### config.mk
export PLATFORM = sky130hd
export DESIGN_NAME = mfo_ctrl
export DESIGN_NICKNAME = d
export VERILOG_FILES = /design/src/mfo_pkg.sv /design/src/mfo_ctrl.sv
export VERILOG_INCLUDE_DIRS = /design/src /design/src/src
export SDC_FILE = /design/constraint.sdc
export NUM_CORES = 1
export LEC_CHECK = 0
export BUFFER_PORTS_ARGS = -buffer_cell sky130_fd_sc_hd__buf_2
export CAP_MARGIN = 20
export CORE_AREA = 3 3 40 42
export CTS_CLUSTER_SIZE = 40
export DETAILED_ROUTE_END_ITERATION = 8
export DIE_AREA = 0 0 43 45
export PLACE_DENSITY = 0.6
export SLEW_MARGIN = 5
export SYNTH_ARGS = -nofsm -noshare
export SYNTH_HDL_FRONTEND = slang
export SYNTH_SLANG_ARGS = --single-unit
### constraint.sdc
create_clock -name clk -period 4.5 [get_ports clk]
set_input_delay 0 -clock clk [delete_from_list [all_inputs] [get_ports clk]]
set_output_delay 0 -clock clk [all_outputs]
set_load 0.005 [all_outputs]
### src/modified_fm_oscillator_assert.svh
// ----------------------------------------------------------------------------
// Assertion macros for the modified FM oscillator
// Clocked on clk, disabled while rst_n is low.
// ----------------------------------------------------------------------------
`ifndef MODIFIED_FM_OSCILLATOR_ASSERT_SVH
`define MODIFIED_FM_OSCILLATOR_ASSERT_SVH

// same-cycle implication
`define MFO_ASSERT_NOW(label, ante, cons) \
  label: assert property (@(posedge clk) disable iff (!rst_n) (ante) |-> (cons)) \
    else $error("mfo assertion failed");

// next-cycle implication
`define MFO_ASSERT_NEXT(label, ante, cons) \
  label: assert property (@(posedge clk) disable iff (!rst_n) (ante) |=> (cons)) \
    else $error("mfo assertion failed");

`endif

### src/mfo_pkg.sv
// ----------------------------------------------------------------------------
// mfo_pkg
// Types, constants and the sine table of the modified FM oscillator.
// ----------------------------------------------------------------------------
package mfo_pkg;

  localparam int SINE_TABLE_DEPTH = 256;
  localparam int TAB_AW           = 8;
  localparam logic [TAB_AW-1:0] TAB_QUARTER = TAB_AW'(SINE_TABLE_DEPTH / 4);
  localparam logic [31:0] BASE_STEP_RESET = 32'd39370534;
  localparam logic signed [32:0] INV_TWO_PI_Q32 = 33'sd683565276;

  typedef logic signed [31:0] sine_tab_t [SINE_TABLE_DEPTH];

  typedef enum logic [3:0] {
    OP_CN      = 4'd0,
    OP_PC_LO   = 4'd1,
    OP_PC_HI   = 4'd2,
    OP_U_LO    = 4'd3,
    OP_U_HI    = 4'd4,
    OP_PM_LO   = 4'd5,
    OP_PM_HI   = 4'd6,
    OP_SK      = 4'd7,
    OP_SK_SIN  = 4'd8,
    OP_RAD_C   = 4'd9,
    OP_RK      = 4'd10,
    OP_RK_COS  = 4'd11,
    OP_RAD_T   = 4'd12,
    OP_GAIN    = 4'd13,
    OP_REAL    = 4'd14,
    OP_IMAG    = 4'd15
  } op_t;

  typedef struct packed {
    logic load;
    op_t  op;
    logic mul_en;
    logic wb_en;
    logic out_load;
  } cmd_t;

  // sin(pi/2 * x), x in Q30
  function automatic logic [63:0] quarter_sine(logic [63:0] x);
    logic [63:0] coef [7];
    logic [63:0] x2;
    logic [63:0] p;
    coef[0] = 64'd1686629713; coef[1] = 64'd693598669; coef[2] = 64'd85569305;
    coef[3] = 64'd5026995;    coef[4] = 64'd172272;    coef[5] = 64'd3864;
    coef[6] = 64'd61;
    x2 = (x * x) >> 30;
    p  = coef[6];
    for (int j = 5; j >= 0; j--) begin
      p = coef[j] - ((p * x2) >> 30);
    end
    p = (p * x) >> 30;
    if (p > (64'd1 << 30)) p = 64'd1 << 30;
    return p;
  endfunction

  function automatic sine_tab_t build_tab();
    sine_tab_t   t;
    logic [63:0] u, q, rem, v;
    for (int i = 0; i < SINE_TABLE_DEPTH; i++) begin
      u   = 64'(4 * i);
      q   = u / SINE_TABLE_DEPTH;
      rem = u % SINE_TABLE_DEPTH;
      if (q[0]) rem = 64'(SINE_TABLE_DEPTH) - rem;
      v = quarter_sine((rem << 30) / SINE_TABLE_DEPTH);
      if (q >= 64'd2) v = -v;
      t[i] = v[31:0];
    end
    return t;
  endfunction

  localparam sine_tab_t SINE_TAB = build_tab();

endpackage

### src/mfo_ctrl.sv
// ----------------------------------------------------------------------------
// mfo_ctrl
// Sequencer: steps the datapath through sixteen multiply/writeback pairs.
// ----------------------------------------------------------------------------
`include "modified_fm_oscillator_assert.svh"

module mfo_ctrl (
  input  logic          clk,
  input  logic          rst_n,
  input  logic          in_valid,
  output logic          in_ready,
  output logic          out_valid,
  input  logic          out_ready,
  output mfo_pkg::cmd_t cmd
);

  typedef enum logic [2:0] {
    ST_IDLE = 3'b001,
    ST_MUL  = 3'b010,
    ST_WB   = 3'b100
  } state_t;

  state_t        state_r, state_nxt;
  mfo_pkg::op_t  op_r, op_nxt;
  logic          out_valid_r, out_valid_nxt;
  logic          out_busy;

  assign out_busy  = out_valid_r && !out_ready;
  assign in_ready  = (state_r == ST_IDLE);
  assign out_valid = out_valid_r;

  always_comb begin
    state_nxt     = state_r;
    op_nxt        = op_r;
    out_valid_nxt = out_valid_r && !out_ready;
    cmd.load      = 1'b0;
    cmd.op        = op_r;
    cmd.mul_en    = 1'b0;
    cmd.wb_en     = 1'b0;
    cmd.out_load  = 1'b0;
    case (state_r)
      ST_IDLE: begin
        op_nxt = mfo_pkg::OP_CN;
        if (in_valid) begin
          cmd.load  = 1'b1;
          state_nxt = ST_MUL;
        end
      end
      ST_MUL: begin
        cmd.mul_en = 1'b1;
        state_nxt  = ST_WB;
      end
      ST_WB: begin
        if (op_r == mfo_pkg::OP_IMAG) begin
          // hold the last writeback until the output register frees up
          if (!out_busy) begin
            cmd.wb_en     = 1'b1;
            cmd.out_load  = 1'b1;
            out_valid_nxt = 1'b1;
            op_nxt        = mfo_pkg::OP_CN;
            state_nxt     = ST_IDLE;
          end
        end else begin
          cmd.wb_en = 1'b1;
          op_nxt    = mfo_pkg::op_t'(op_r + 4'd1);
          state_nxt = ST_MUL;
        end
      end
      default: state_nxt = ST_IDLE;
    endcase
  end

  always_ff @(posedge clk) begin
    if (!rst_n) begin
      state_r     <= ST_IDLE;
      op_r        <= mfo_pkg::OP_CN;
      out_valid_r <= 1'b0;
    end else begin
      state_r     <= state_nxt;
      op_r        <= op_nxt;
      out_valid_r <= out_valid_nxt;
    end
  end

  `MFO_ASSERT_NEXT(a_accept_starts, in_valid && in_ready, state_r == ST_MUL && op_r == mfo_pkg::OP_CN)
  `MFO_ASSERT_NEXT(a_stall_holds, state_r == ST_WB && op_r == mfo_pkg::OP_IMAG && out_busy, state_r == ST_WB && out_valid_r)
  `MFO_ASSERT_NEXT(a_finish_valid, cmd.out_load, out_valid_r && state_r == ST_IDLE)
  `MFO_ASSERT_NOW(a_idle_op, state_r == ST_IDLE, op_r == mfo_pkg::OP_CN)

endmodule

Yosys cells after proc, flatten, opt, wreduce, memory -nomap -nowiden
Cells that the tools add are included.
{"block": "word_totals", "ff_bits": 8, "latchBits": 0, "mem_bits_rw": 0, "mem_bits_ro": 0, "inputBits": 4, "output_inout_bits": 10, "wordCells": 31, "memories": 0}
{"block": "op_classes", "addsub": 1, "multipliers": 0, "n_div": 0, "order_cmp": 0, "n_eq_ne": 6, "n_shift": 0, "muxes": 16, "n_bitwise": 0, "reduce_logical": 5}
{"cell": "$mux W3", "n": 3}
{"cell": "$pmux W3 S3", "n": 1}
{"cell": "$mux W4", "n": 2}
{"cell": "$pmux W4 S2", "n": 1}
{"cell": "$mux W1", "n": 7}
{"cell": "$add A4 B1 Y4 const B", "n": 1}
{"cell": "$eq A4 B4 Y1 const B", "n": 1}
{"cell": "$mux W2", "n": 2}
{"cell": "$reduce_and A2 Y1", "n": 2}
{"cell": "$eq A3 B1 Y1 const B", "n": 1}
{"cell": "$eq A3 B2 Y1 const B", "n": 1}
{"cell": "$eq A3 B3 Y1 const B", "n": 1}
{"cell": "$ne A3 B3 Y1 const B", "n": 1}
{"cell": "$ne A2 B2 Y1 const B", "n": 1}
{"cell": "$reduce_bool A2 Y1", "n": 1}
{"cell": "$logic_and A1 B1 Y1", "n": 1}
{"cell": "$logic_not A1 Y1", "n": 1}

Longest topological paths before layout
{"block": "depth", "ltp_word": 5, "ltp_mapped": 4, "depth_no_buf": 4}

Worst setup path before layout
Ideal clock, no wire load.
{"block": "synth_timing", "path_kind": "flip-flop to flip-flop", "start": "register op_r[0]", "end": "register op_r[3]", "setup_ns": 0.142, "arrival_time_ns": 1.365, "t_required_ns": 4.358, "path_slack_ns": 2.993, "stages_incl_launch_ff": 5, "path_buffers": 0, "period_less_slack_ns": 1.507, "path_cell_list": "dfxtp_1 ha_1 and3_1 a311oi_1 o221ai_1"}
{"block": "synth_between", "elab_chain_cells": 3, "elab_cells_between_ends": 6, "cone_classes": "add/sub: 1; eq/ne: 2; mux: 2; reduce/logical: 1"}
{"item": "start: declaration", "line": "mfo_ctrl.sv:24", "text": "mfo_pkg::op_t op_r, op_nxt;"}
{"item": "start signal: assignment", "line": "mfo_ctrl.sv:76", "text": "op_r <= mfo_pkg::OP_CN;"}
{"item": "start signal: assignment", "line": "mfo_ctrl.sv:80", "text": "op_r <= op_nxt;"}
{"item": "$add A4 B1 Y4 or $eq A4 B4 Y1 (tied branches)", "line": "mfo_ctrl.sv:65, mfo_ctrl.sv:54"}
{"item": "$mux W4 or $ne A3 B3 Y1 (tied branches)"}
{"item": "$pmux W4 S2 or $reduce_and A2 Y1 (tied branches)"}
Parallel ways exist; a longest one is shown, timed or not.
A chain may end at the register's enable or synchronous reset.

Final worst setup path
Ends and elaborated chain as after synthesis.

==> flow_summary.toml <==
[timing]
fmax_mhz = 569
period_minus_slack_ps = 1760
slew-limit-headroom = 0.585
rsz0062_at_grt = "false"
finalHoldViolations = 0
setup_violations = 0
skew_ps = 2.86
worst_pin_slew_ps = 619
slew_viol_final = 0
setup-tns-final_ps = 0
fin_hold_ws_ps = 63.7
fin_ws_ps = 2740
fin_crit_sh = 0.391

[placed_design]
gp_congestion = 0.812
dp_cells = 76
hpwl_um = 728
dp_worst_setup_slack_ps = 2780
port_buffers = 13

[routing]
drc = 0
drt-wirelength-per-cell_um = 12.6
dr.pass1.iters = 4
drtIter0Drc = 4
num_vias = 436
viasPerCell = 5.52
postRouteAntennaNets = 0
totalWireLength_um = 997

[power]
p_leak_nw = 0.233
p_seq_frac = 0.516
powerDensity_nw_per_um2 = 279
netSwitchingPower_mw = 0.0358
p_comb_frac = 0.096
power.internal_mw = 0.109
clkPwrFrac = 0.388
swShare = 0.247
ir_drop_uv = 90.9

[setup_path]
cp_cell_sequence = "ha_1 > and3_1 > a311oi_1 > o221ai_1"
crit_slowest_cell = "a311oi_1"
cp_data_arrival_time_ps = 1870
crit_fanout = 5
r2r_start = "op_r[0]"
cp_data_required_time_ps = 4620
path_class = "register to register"
startpoint_type = "register"
cp-end-kind = "register"
cp-startpoint = "op_r[0]"
slowest_delay_ps = 580

[die]
num_rows = 13
fp.dieW_um = 43
die_h_um = 45
fp.dieArea_um2 = 1940
ioPinCount = 14
start_util = 0.328
core_um2 = 1280

[cells_and_area]
multi_input_area_um2 = 246
diodes = 0
layout.nets = 71
synthToLayoutAreaGrowth_pct = 23.4
fillerInstances = 139
drive_gt1_frac = 0.313
layoutNonFillerInstCount = 79
register_area_um2 = 160

[synth]
synth-compound-area-share = 0.184
syn_inst = 49
ys_seq_elements = 8
syn-num-nets = 54
synth_top_family_by_area = "simple AND/OR/NAND/NOR gates"
synthAdderAreaFrac = 0.0297
synthSimpleGateAreaFrac = 0.329
muxShareOfSynthArea = 0
syn_avg_cell_area_um2 = 8.61
seq_area_frac_synth = 0.380
yosys.cell_types.count = 26
syn_area_um2 = 422
synthXorXnorAreaFrac = 0.0415
ys_warn_count = 0

[grt]
grt_usage = 0.107
grt_pass1_wl_mm = 1.50
overflow = 0
grt_pass1_vias = 380
grt_max_degree = 8
antenna_found_initial = 0

[run_status]
status = "finished clean"

[clock_network]
worstSkewPairLatency_ps = 260
postCtsHoldBufs = 0
post_cts_buffers = 0
cts.sinks = 8
cts_max_path_buffers = 2
root_buffer = "clkbuf_4"
numCtsBuffers = 3
path_clk_slew_ps = 60
htree_num_levels = 1
postCtsResizedCells = 0
cts_tree = "built"

[worst_hold_path]
hp-class = "input port to register"
min_from = "rst_n"

[run]
max_cap_violations = 0
synthesized netlist by cell type (all sizes together):
cell type,number,area share
and3,2,0.030
or3,1,0.015
dfxtp,8,0.38
nor3b,2,0.047
o22ai,2,0.030
buf,1,0.018
xnor2,1,0.021
a211oi,1,0.018
xor2,1,0.021
and4bb,1,0.030
ha,1,0.030
nor2,3,0.027
nor3,2,0.024
a21o,1,0.021
inv,2,0.018
nand2b,1,0.015
o221ai,1,0.021
a311oi,1,0.021
a31oi,1,0.015
nand2,4,0.036
nand3,4,0.047
or4,1,0.018
nor2b,1,0.015
or3b,1,0.027
a21oi,5,0.059
path summary, 6_finish.rpt:
kind                                 to  slack, ps  depth (start not counted)
worst max-delay path            op_r[3]       2740                          4
worst min-delay path            op_r[1]         60                          3
worst max register to register  op_r[3]       2740                          4
worst min register to register  op_r[1]        510                          2
power groups by stage:
| stage | registers, mW | clock network [mW] | logic, mW |
|---|---|---|---|
| detailed placement | 0.0765 | 0 | 0.0137 |
| floorplan | 0.0758 | 0 | 0.00854 |
| global route | 0.0752 | 0.0607 | 0.0151 |
| finish | 0.0749 | 0.0564 | 0.0139 |
| CTS | 0.0750 | 0.0572 | 0.0138 |
| global placement | 0.0764 | 0 | 0.0136 |
state kept, by name (all words and copies together) (netlist names):
register   flops
op_r           4
out_valid      1
state_r        3
cells in the final DEF (no fill, tap or decap):
| cell type | synthesis | final |
|---|---|---|
| dfxtp_1 | 8 | 8 |
| a31oi_1 | 1 | 1 |
| xor2_1 | 1 | 1 |
| nor3_1 | 2 | 2 |
| and4bb_2 | 1 | 1 |
| clkbuf_4 | 0 | 3 |
| buf_2 | 0 | 13 |
| nor3b_2 | 1 | 1 |
| xnor2_1 | 1 | 1 |
| o22ai_1 | 2 | 2 |
| a21oi_1 | 5 | 5 |
| a211oi_1 | 1 | 1 |
| or4_1 | 1 | 1 |
| nor3b_1 | 1 | 1 |
| a21o_2 | 1 | 1 |
| nand2_1 | 4 | 4 |
| ha_1 | 1 | 1 |
| nand3_1 | 4 | 4 |
| a311oi_1 | 1 | 1 |
| nor2b_1 | 1 | 1 |
| or3b_4 | 1 | 1 |
| o221ai_1 | 1 | 1 |
| nor2_1 | 3 | 3 |
| or3_1 | 1 | 1 |
| and3_1 | 2 | 2 |
| nand2b_1 | 1 | 1 |
| inv_1 | 2 | 2 |
cell families (layout without fill, tap and decap cells):
kind of cell,after synthesis,count (layout)
simple gates,23,23
compound gates,12,12
flops,8,8
buf+inv,3,18
xor+xnor,2,2
fa+ha+maj,1,1
stage by stage:
stage	utilization	total power, mW	area [um^2]
after CTS	0.405	0.146	520
final	0.405	0.145	520
after global routing	0.405	0.151	520
after detailed placement	0.388	0.0902	498
after global placement	0.388	0.0900	498
after floorplan	-	0.0843	422
routing by layer:
layer / GRT usage / part of all wire / vias up
met1: 0.117 / 0.46 / 206
met3: 0.0478 / 0.070 / 5
met2: 0.168 / 0.44 / 12
met5: 0 / 0 / -
li1: - / - / 213
met4: 0.0723 / 0.027 / 0
layout make-up:
cell class / instances / share of cell area
inverter: 2 / 0.0144
sequential: 8 / 0.308
timing repair buffer: 13 / 0.125
multi-input combinational: 38 / 0.474
clock buffer: 3 / 0.0433
tap: 15 / 0.0361
worst max-delay path: cells and delay by family (launching register included):
family / cells / cell delay (ps)
AND/OR/NAND/NOR: 1 / 240
AO/OA/AOI/OAI: 2 / 800
adder cells (fa/ha/maj): 1 / 250
flip-flops: 1 / 340
(Power assumes the default switching activity.)
